==> src/rtl/icl2_pkg.sv <==
// Shared types, codes and widths of the inclusive L2 directory controller.
`timescale 1ns / 1ps
package icl2_pkg;

  localparam int ActW   = 3;
  localparam int LineW  = 10;
  localparam int IdW    = 4;
  localparam int InsW   = 2;
  localparam int KindW  = 3;
  localparam int LstW   = 2;
  localparam int StallW = 2;

  localparam logic [ActW-1:0] ACT_READ    = 3'd0;
  localparam logic [ActW-1:0] ACT_READX   = 3'd1;
  localparam logic [ActW-1:0] ACT_REPLACE = 3'd2;
  localparam logic [ActW-1:0] ACT_INVACK  = 3'd3;
  localparam logic [ActW-1:0] ACT_MEMDATA = 3'd4;
  localparam logic [ActW-1:0] ACT_EVICT   = 3'd5;

  localparam logic [KindW-1:0] MK_STATUS = 3'd0;
  localparam logic [KindW-1:0] MK_MEMRD  = 3'd1;
  localparam logic [KindW-1:0] MK_DATA   = 3'd2;
  localparam logic [KindW-1:0] MK_UPD    = 3'd3;
  localparam logic [KindW-1:0] MK_INVAL  = 3'd4;
  localparam logic [KindW-1:0] MK_WRC    = 3'd5;

  localparam logic [LstW-1:0] LS_NP  = 2'd0;
  localparam logic [LstW-1:0] LS_INV = 2'd1;
  localparam logic [LstW-1:0] LS_I2M = 2'd2;
  localparam logic [LstW-1:0] LS_SH  = 2'd3;

  localparam logic [StallW-1:0] STL_NONE  = 2'd0;
  localparam logic [StallW-1:0] STL_POLL  = 2'd1;
  localparam logic [StallW-1:0] STL_EVENT = 2'd2;

  localparam logic [InsW-1:0] INS_OK    = 2'd0;
  localparam logic [InsW-1:0] INS_EVENT = 2'd2;

  typedef enum logic [2:0] {
    CS_CLEAR,
    CS_IDLE,
    CS_REDUCE,
    CS_DECIDE,
    CS_PRE,
    CS_FAN,
    CS_POST,
    CS_STATUS
  } ctrl_state_e;

  typedef struct packed {
    logic clear_step;
    logic capture;
    logic reduce_step;
    logic decide;
    logic emit_pre;
    logic emit_fan;
    logic emit_post;
    logic emit_status;
  } icl2_cmd_t;

  typedef struct packed {
    logic clear_done;
    logic needs_reduce;
    logic out_free;
    logic dec_pre;
    logic dec_fan;
    logic dec_post;
    logic sweep_nz;
    logic sweep_last;
    logic post_q;
  } icl2_status_t;

endpackage

==> src/rtl/icl2_ctrl.sv <==
// Controller state machine that sequences each directory item.
`timescale 1ns / 1ps
module icl2_ctrl (
  input  logic                 clk_i,
  input  logic                 rst_ni,
  input  logic                 in_valid_i,
  output logic                 in_stall_o,
  input  icl2_pkg::icl2_status_t sts_i,
  output icl2_pkg::icl2_cmd_t    cmd_o
);
  import icl2_pkg::*;

  ctrl_state_e state_q, state_d;
  ctrl_state_e after_pre, after_fan;

  always_comb begin
    after_fan = sts_i.post_q ? CS_POST : CS_STATUS;
    after_pre = sts_i.sweep_nz ? CS_FAN : after_fan;
  end

  always_comb begin
    state_d = state_q;
    case (state_q)
      CS_CLEAR: begin
        if (sts_i.clear_done) state_d = CS_IDLE;
      end
      CS_IDLE: begin
        if (in_valid_i) state_d = CS_REDUCE;
      end
      CS_REDUCE: begin
        if (!sts_i.needs_reduce) state_d = CS_DECIDE;
      end
      CS_DECIDE: begin
        if (sts_i.dec_pre) state_d = CS_PRE;
        else if (sts_i.dec_fan) state_d = CS_FAN;
        else if (sts_i.dec_post) state_d = CS_POST;
        else state_d = CS_STATUS;
      end
      CS_PRE: begin
        if (sts_i.out_free) state_d = after_pre;
      end
      CS_FAN: begin
        if (sts_i.out_free && sts_i.sweep_last) state_d = after_fan;
      end
      CS_POST: begin
        if (sts_i.out_free) state_d = CS_STATUS;
      end
      CS_STATUS: begin
        if (sts_i.out_free) state_d = CS_IDLE;
      end
      default: state_d = CS_IDLE;
    endcase
  end

  always_comb begin
    cmd_o = '0;
    case (state_q)
      CS_CLEAR:  cmd_o.clear_step = 1'b1;
      CS_IDLE:   cmd_o.capture = in_valid_i;
      CS_REDUCE: cmd_o.reduce_step = 1'b1;
      CS_DECIDE: cmd_o.decide = 1'b1;
      CS_PRE:    cmd_o.emit_pre = 1'b1;
      CS_FAN:    cmd_o.emit_fan = 1'b1;
      CS_POST:   cmd_o.emit_post = 1'b1;
      CS_STATUS: cmd_o.emit_status = 1'b1;
      default:   cmd_o = '0;
    endcase
  end

  assign in_stall_o = (state_q != CS_IDLE);

  always_ff @(posedge clk_i or negedge rst_ni) begin
    if (!rst_ni) begin
      state_q <= CS_CLEAR;
    end else begin
      state_q <= state_d;
    end
  end

endmodule

==> config.mk <==
export PLATFORM = sky130hd
export DESIGN_NAME = icl2_ctrl
export DESIGN_NICKNAME = d
export VERILOG_FILES = /design/src/rtl/icl2_pkg.sv /design/src/rtl/icl2_ctrl.sv
export SDC_FILE = /design/constraint.sdc
export NUM_CORES = 1
export LEC_CHECK = 0
export ABC_AREA = 1
export BUFFER_PORTS_ARGS = -buffer_cell sky130_fd_sc_hd__buf_2
export CAP_MARGIN = 20
export CORE_AREA = 2 2 39 41
export DETAILED_ROUTE_END_ITERATION = 8
export DIE_AREA = 0 0 41 43
export GPL_TIMING_DRIVEN = 0
export PLACE_DENSITY_LB_ADDON = 0.12
export SYNTH_ARGS = -nofsm -noshare
export SYNTH_HDL_FRONTEND = slang
export SYNTH_SLANG_ARGS = --single-unit
==> constraint.sdc <==
create_clock -name clk_i -period 3.1 [get_ports clk_i]
set_input_delay 0.31 -clock clk_i [delete_from_list [all_inputs] [get_ports clk_i]]
set_output_delay 0.31 -clock clk_i [all_outputs]
set_load 0.005 [all_outputs]
==> impl_metrics.env, run 1 <==
export IMPL_outcome="complete, no violations"
export IMPL_ys_top_cells_by_area="dfrtp_1 19%, nand2_1 14%, nor2_1 13%"
export IMPL_finalPower_mw=0.538
export IMPL_finalNonFillerCells=107
export IMPL_timing_rr_start="state_q[0]"
export IMPL_skew_ps=3.87
export IMPL_ys_warnings_count=0
export IMPL_synth_edf_count=0
export IMPL_grt_use_total_pct=12.6
export IMPL_hold_path_class="in2async"
export IMPL_drive_gt1_share_pct=40.7
export IMPL_crit_path_max_incr_delay_ps=400
export IMPL_crit_top_cell="nor2_1"
export IMPL_rsz0062_at_grt="no"
export IMPL_syn_num_nets=78
export IMPL_powerDensity_nw_per_um2=985
export IMPL_wl_um=925
export IMPL_ys_async_sr_fraction_pct=100
export IMPL_synth_avg_cell_area_um2=5.90
export IMPL_grt_pass1_vias=372
export IMPL_syn_cell_area_um2=389
export IMPL_path_clk_slew_ps=40
export IMPL_critPathArrivalTime_ps=1210
export IMPL_grt_pass1_wl_um=1520
export IMPL_cts_resized_gates=0
export IMPL_drt_pass1_iter_count=4
export IMPL_antenna_left=0
export IMPL_start_util_pct=28.1
export IMPL_cts_sinks=3
export IMPL_max_cap_violations=0
export IMPL_ys_seq_area_share_pct=19.3
export IMPL_grt_ovfl_total=0
export IMPL_crit_start="state_q[1]"
export IMPL_setup_viol_count_final=0
export IMPL_h_tree_depth=1
export IMPL_crit_type="reg2out"
export IMPL_start_kind="flop"
export IMPL_fin_crit_sh_pct=49.0
export IMPL_post_place_cells=102
export IMPL_worst_pin_slew_ps=236
export IMPL_max_slew_margin_pct=84.2
export IMPL_die_h_um=43
export IMPL_drv_slew=0
export IMPL_synth_seq_cells=3
export IMPL_path_delay_family="flip-flops"
export IMPL_drt_iter0_drc=6
export IMPL_reg2reg_setup_slack_ps=1870
export IMPL_worst_ir_drop_vdd_v=0.000354
export IMPL_syn_inst=66
export IMPL_clock_root_buffer="clkbuf_4"
export IMPL_regMostFlops="state_q"
export IMPL_cts_made_buffers=3
export IMPL_fillers=164
export IMPL_top_regs="state_q x3"
export IMPL_fmax_mhz=658
export IMPL_wl_per_cell_um=8.64
export IMPL_crit_slowest_cell="dfrtp_1"
export IMPL_end_kind="primary output"
export IMPL_fp_dieW_um=41
export IMPL_synth_cell_types=19
export IMPL_hold_viol_final=0
export IMPL_largest_reg_flops=3
export IMPL_p_sw_mw=0.269
export IMPL_portBuffers=20
export IMPL_clk_path_buf_depth=2
export IMPL_fin_tns_setup_ps=0
export IMPL_row_count=14
export IMPL_route_detailed_drc=0
export IMPL_ios=21
export IMPL_worst_path_buf_inv=2
export IMPL_gp_congestion=0.711
export IMPL_worstPathCellList="buf_6, nor2_1, nand2_1, nor2_1, buf_2"
export IMPL_vias=449
export IMPL_ys_flop_type="dfrtp_1"
export IMPL_leakage_nw=0.338
export IMPL_synth_top_area_share_pct=19.3
export IMPL_insertion_delay_ps=230
export IMPL_required_ps=2790
export IMPL_p_int_mw=0.269
export IMPL_syn_to_final_growth_pct=40.2
export IMPL_cp_max_fo=10
export IMPL_coreArea_um2=1380
export IMPL_cts_tree="built"
export IMPL_finish_utilization_pct=39.4
export IMPL_fin_crit_ps=1520
export IMPL_hpwlAfterDp_um=730
export IMPL_seq_power_share_pct=15.5
export IMPL_antenna_found_initial=0
export IMPL_yosysTopAreaCell="dfrtp_1"
export IMPL_p_comb_share_pct=71.8
export IMPL_diodes=0
export IMPL_post_cts_buffers=0
export IMPL_p_clk_share_pct=12.7
export IMPL_die_area_um2=1760
export IMPL_grt_max_degree=11
export IMPL_finalNetCount=104
export IMPL_p_sw_share_pct=50.0
export IMPL_vias_per_cell=4.20
[per-layer routing]
layer	global-route usage, %	wire (um)	vias to the layer above
met5	0	0	-
met4	6.00	17	0
met2	17.8	404	11
met3	1.57	34	2
li1	-	-	248
met1	18.0	469	188
[logic make-up (layout without fill, tap and decap cells)]
family	Yosys count	count (layout)	synth area share, %
buffers and inverters	12	37	14.5
and+or+nand+nor	47	47	60.1
DFF	3	3	19.3
AOI/OAI and AO/OA	3	3	3.86
xor gates and xnor gates	1	1	2.25
[final timing paths]
kind / to / cells past startpoint
worst max-delay path: cmd_o[6] / 5
worst min register to register: state_q[0] / 3
worst min-delay path: state_q[1] / 2
worst max register to register: state_q[1] / 7
min in group clk_i: state_q[2] / 5
max in group asynchronous: state_q[0] / 2
[power by group through the flow]
stage	Clock, mW	Sequential, mW	Combinational, mW
after floorplan	0	0.0804	0.294
after global placement	0	0.0832	0.389
after detailed placement	0	0.0836	0.389
after CTS	0.0702	0.0832	0.391
after global routing	0.0768	0.0860	0.437
final	0.0682	0.0832	0.386
[stage by stage]
| stage | hold WS (ps) | cell area [um^2] | worst slack, ps |
|---|---|---|---|
| finish | 397 | 546 | 1580 |
| CTS | 396 | 546 | 1570 |
| global placement | 107 | 509 | 1840 |
| global route | 397 | 546 | 1490 |
| detailed placement | 107 | 509 | 1820 |
| floorplan | 14.4 | 389 | 1930 |
[layout by cell type (no fill, tap or decap), drive strengths merged]
cell and n:
o21ai 3, nand2 19, inv 10, nand3 6, or2 1, nor2 17
dlygate4sd3 1, buf 22, dfrtp 3, nand3b 2, xnor2 1, clkbuf 4
nor3 2
[cell usage after synthesis, types with 2 or more instances]
cell type / instances
dfrtp_1: 3
inv_1: 8
inv_2: 2
nand2_1: 14
nand2_2: 4
nand3_1: 5
nand3b_1: 2
nor2_1: 13
nor2_2: 3
nor3_1: 2
o21ai_1: 2
[worst register-to-register path: cells and delay by family, from the launching register on]
family                 cells  cell delay (ps)
and+or+nand+nor            4              320
DFF                        1              350
buffers and inverters      2              280
AOI/OAI and AO/OA          1              170
[cell type report]
class                           count  area, um^2  share of cell area, %
Buffer                              2        18.8                   3.44
Clock buffer                        4        26.3                   4.82
Multi-Input combinational cell     51         258                   47.2
Timing Repair Buffer               21         110                   20.2
Inverter                           10        37.5                   6.88
Tap cell                           16        20.0                   3.67
Sequential cell                     3        75.1                   13.8
[timing repair]
action                                  in CTS  in global routing
endpoints found under the hold margin        3                  0
hold buffers                                 1                  0
endpoints found under the setup margin       0                  0
No activity file was read; power rests on OpenSTA's default activity.
==> inputs of run 2 (changes only) <==
Settings changed: ABC_AREA 1 to 0.
Clock period 3.1 ns to 1.3 ns, I/O delays scaled along.
==> run 2 against run 1 <==
  * Register-to-register slack lost 1800 ps
  * Highest routed layer is now met3
  * Cell area fell by 2.1%
  * Critical endpoint unchanged
  * Combinational power up 110%
  * First-iteration DRC count decreased by 50%
==> impl_metrics.env, run 2 <==
export IMPL_worst_ir_drop_vdd_v=0.000918
export IMPL_largest_reg_flops=3
export IMPL_vias_per_cell=4.71
export IMPL_max_cap_violations=0
export IMPL_die_area_um2=1760
export IMPL_fin_crit_sh_pct=97.2
export IMPL_final_common_cell="buf_2"
export IMPL_setup_worst_path_end="cmd_o[6]"
export IMPL_ys_flop_type="dfrtp_1"
export IMPL_drive_gt1_share_pct=48.6
export IMPL_rr_endpoint="state_q[1]"
export IMPL_reg2reg_depth=4
export IMPL_fmax_mhz=792
export IMPL_grt_pass1_wl_um=1450
export IMPL_hpwlAfterDp_um=701
export IMPL_critPathArrivalTime_ps=1130
export IMPL_multi_input_area_um2=241
export IMPL_ys_seq_area_share_pct=23.5
export IMPL_finalPower_mw=1.17
export IMPL_wl_per_cell_um=11.3
export IMPL_end_kind="primary output"
export IMPL_seqCellArea_um2=76.3
export IMPL_cts_tree="built"
export IMPL_crit_start="state_q[1]"
export IMPL_powerDensity_nw_per_um2=2190
export IMPL_hold_depth=3
export IMPL_top_regs="state_q x3"
export IMPL_gp_congestion=0.763
export IMPL_fillers=158
export IMPL_drv_slew=0
export IMPL_p_comb_share_pct=68.8
export IMPL_portBuffers=20
export IMPL_synth_cell_types=25
export IMPL_reg2reg_setup_slack_ps=60
export IMPL_fin_area_um2=534
export IMPL_hold_viol_final=0
export IMPL_cts_made_buffers=3
export IMPL_grt_use_total_pct=12.1
export IMPL_outcome="complete, no violations"
export IMPL_hold_path_class="in2reg"
export IMPL_fin_crit_ps=1260
export IMPL_synth_top_area_share_pct=23.5
export IMPL_grt_max_degree=11
export IMPL_ys_top_cells_by_area="dfrtp_1 24%, nor2_1 8.2%, a21oi_1 4.7%"
export IMPL_antenna_left=0
export IMPL_synth_seq_cells=3
export IMPL_leakage_nw=0.282
export IMPL_synth_most_common_cell="nor2_1"
export IMPL_coreArea_um2=1380
export IMPL_die_h_um=43
export IMPL_syn_to_final_growth_pct=67.5
export IMPL_p_int_mw=0.653
export IMPL_cp_max_fo=4
export IMPL_h_tree_depth=1
export IMPL_ys_top_cells_by_count="7 x nor2_1, 4 x inv_1"
export IMPL_antenna_found_initial=0
export IMPL_seq_power_share_pct=17.0
export IMPL_fp_dieW_um=41
export IMPL_timing_rr_start="state_q[1]"
export IMPL_max_slew_margin_pct=82.7
export IMPL_syn_num_nets=59
export IMPL_skew_ps=1.59
export IMPL_drt_iter0_drc=3
export IMPL_ys_warnings_count=0
export IMPL_wl_um=1020
export IMPL_row_count=14
export IMPL_path_clk_slew_ps=40
export IMPL_ys_async_sr_fraction_pct=100
export IMPL_crit_type="reg2out"
export IMPL_grt_pass1_vias=351
export IMPL_start_util_pct=23.1
export IMPL_p_clk_share_pct=14.2
export IMPL_syn_cell_area_um2=319
export IMPL_p_sw_mw=0.518
export IMPL_worst_pin_slew_ps=255
export IMPL_finalNonFillerCells=90
export IMPL_vias=424
export IMPL_clock_root_buffer="clkbuf_4"
export IMPL_insertion_delay_ps=230
export IMPL_post_place_cells=83
export IMPL_rsz0062_at_grt="yes"
export IMPL_drt_pass1_iter_count=3
export IMPL_synth_edf_count=0
export IMPL_diodes=0
export IMPL_placed_area_um2=439
export IMPL_finalNetCount=87
export IMPL_route_detailed_drc=0
export IMPL_p_sw_share_pct=44.2
export IMPL_syn_inst=47
export IMPL_ios=21
export IMPL_start_kind="flop"
export IMPL_clk_path_buf_depth=2
export IMPL_cts_sinks=3
export IMPL_setup_viol_count_final=0
export IMPL_synth_avg_cell_area_um2=6.79
export IMPL_required_ps=1170
export IMPL_grt_ovfl_total=0
export IMPL_fin_tns_setup_ps=0
export IMPL_regMostFlops="state_q"
export IMPL_final_cell_mix="20 x buf_2, 6 x nor2_1"
export IMPL_yosysTopAreaCell="dfrtp_1"
[run 2: changes by cell type in the layout (fill, tap and decap cells not counted), sizes merged, moves of 2 or more]
cell / delta
nor3b: +2
nand2: -16
buf: +3
nor2: -10
nand2b: +2
nand3: -5
a21oi: +3
inv: -6
[run 2: layout make-up]
class / instances / share of cell area, %
timing repair buffer: 23 / 23.4
buffer: 3 / 5.62
clock buffer: 4 / 4.92
inverter: 4 / 2.81
multi-input combinational: 37 / 45.2
sequential: 3 / 14.3
tap: 16 / 3.75
[run 2: metal layers]
layer | wire [um] | vias to the layer above | GRT usage, %
met4 | 0 | 0 | 4.00
met1 | 478 | 188 | 16.0
met2 | 473 | 15 | 17.5
li1 | - | 221 | -
met3 | 67 | 0 | 4.71
met5 | 0 | - | 0
[run 2: kinds of logic after synthesis]
kind of cell           after synthesis  synth area share (%)
DFF                                  3                  23.5
buffers and inverters                7                  10.2
and+or+nand+nor                     23                  38.4
AOI/OAI and AO/OA                   14                  27.8
[run 2: critical path, stage by stage (launching register included)]
cell and delay, ps:
dfrtp_1 400, nand2b_4 170, nand2b_4 140, nor2_2 90
buf_2 110
[run 2: power by group through the flow]
stage                     clock network (mW)  registers (mW)  logic [mW]
after floorplan                            0           0.164       0.456
after global placement                     0           0.175       0.655
after detailed placement                   0           0.173       0.653
after CTS                              0.178           0.181       0.680
after global routing                   0.192           0.207       0.897
final                                  0.166           0.199       0.806
[run 2: worst min-delay path by stage]
stage	start	end	slack (ps)
2_1_floorplan	rst_ni	state_q[0]	-170
5_1_grt	rst_ni	state_q[1]	220
3_5_place_dp	rst_ni	state_q[2]	-70
6_report	sts_i[2]	state_q[1]	210
3_3_place_gp	rst_ni	state_q[0]	-70
4_1_cts	sts_i[2]	state_q[1]	180
[run 2: what timing repair did]
action | 4_1_cts | 5_1_grt
pin swaps | 0 | 4
endpoints found under the setup margin | 2 | 8
hold endpoints to repair | 3 | 0
buffers inserted | 0 | 1
gates cloned | 0 | 1
hold buffers | 1 | 0
resized for setup | 2 | 12
[run 2: per-stage QoR]
stage	worst slack, ps	util (%)	hold WS, ps
floorplan	157	-	-166
global placement	32.5	31.7	-71.5
detailed placement	21.1	31.7	-69.8
CTS	-2.99	35.1	181
global route	-39.8	38.6	221
finish	36.9	38.6	208
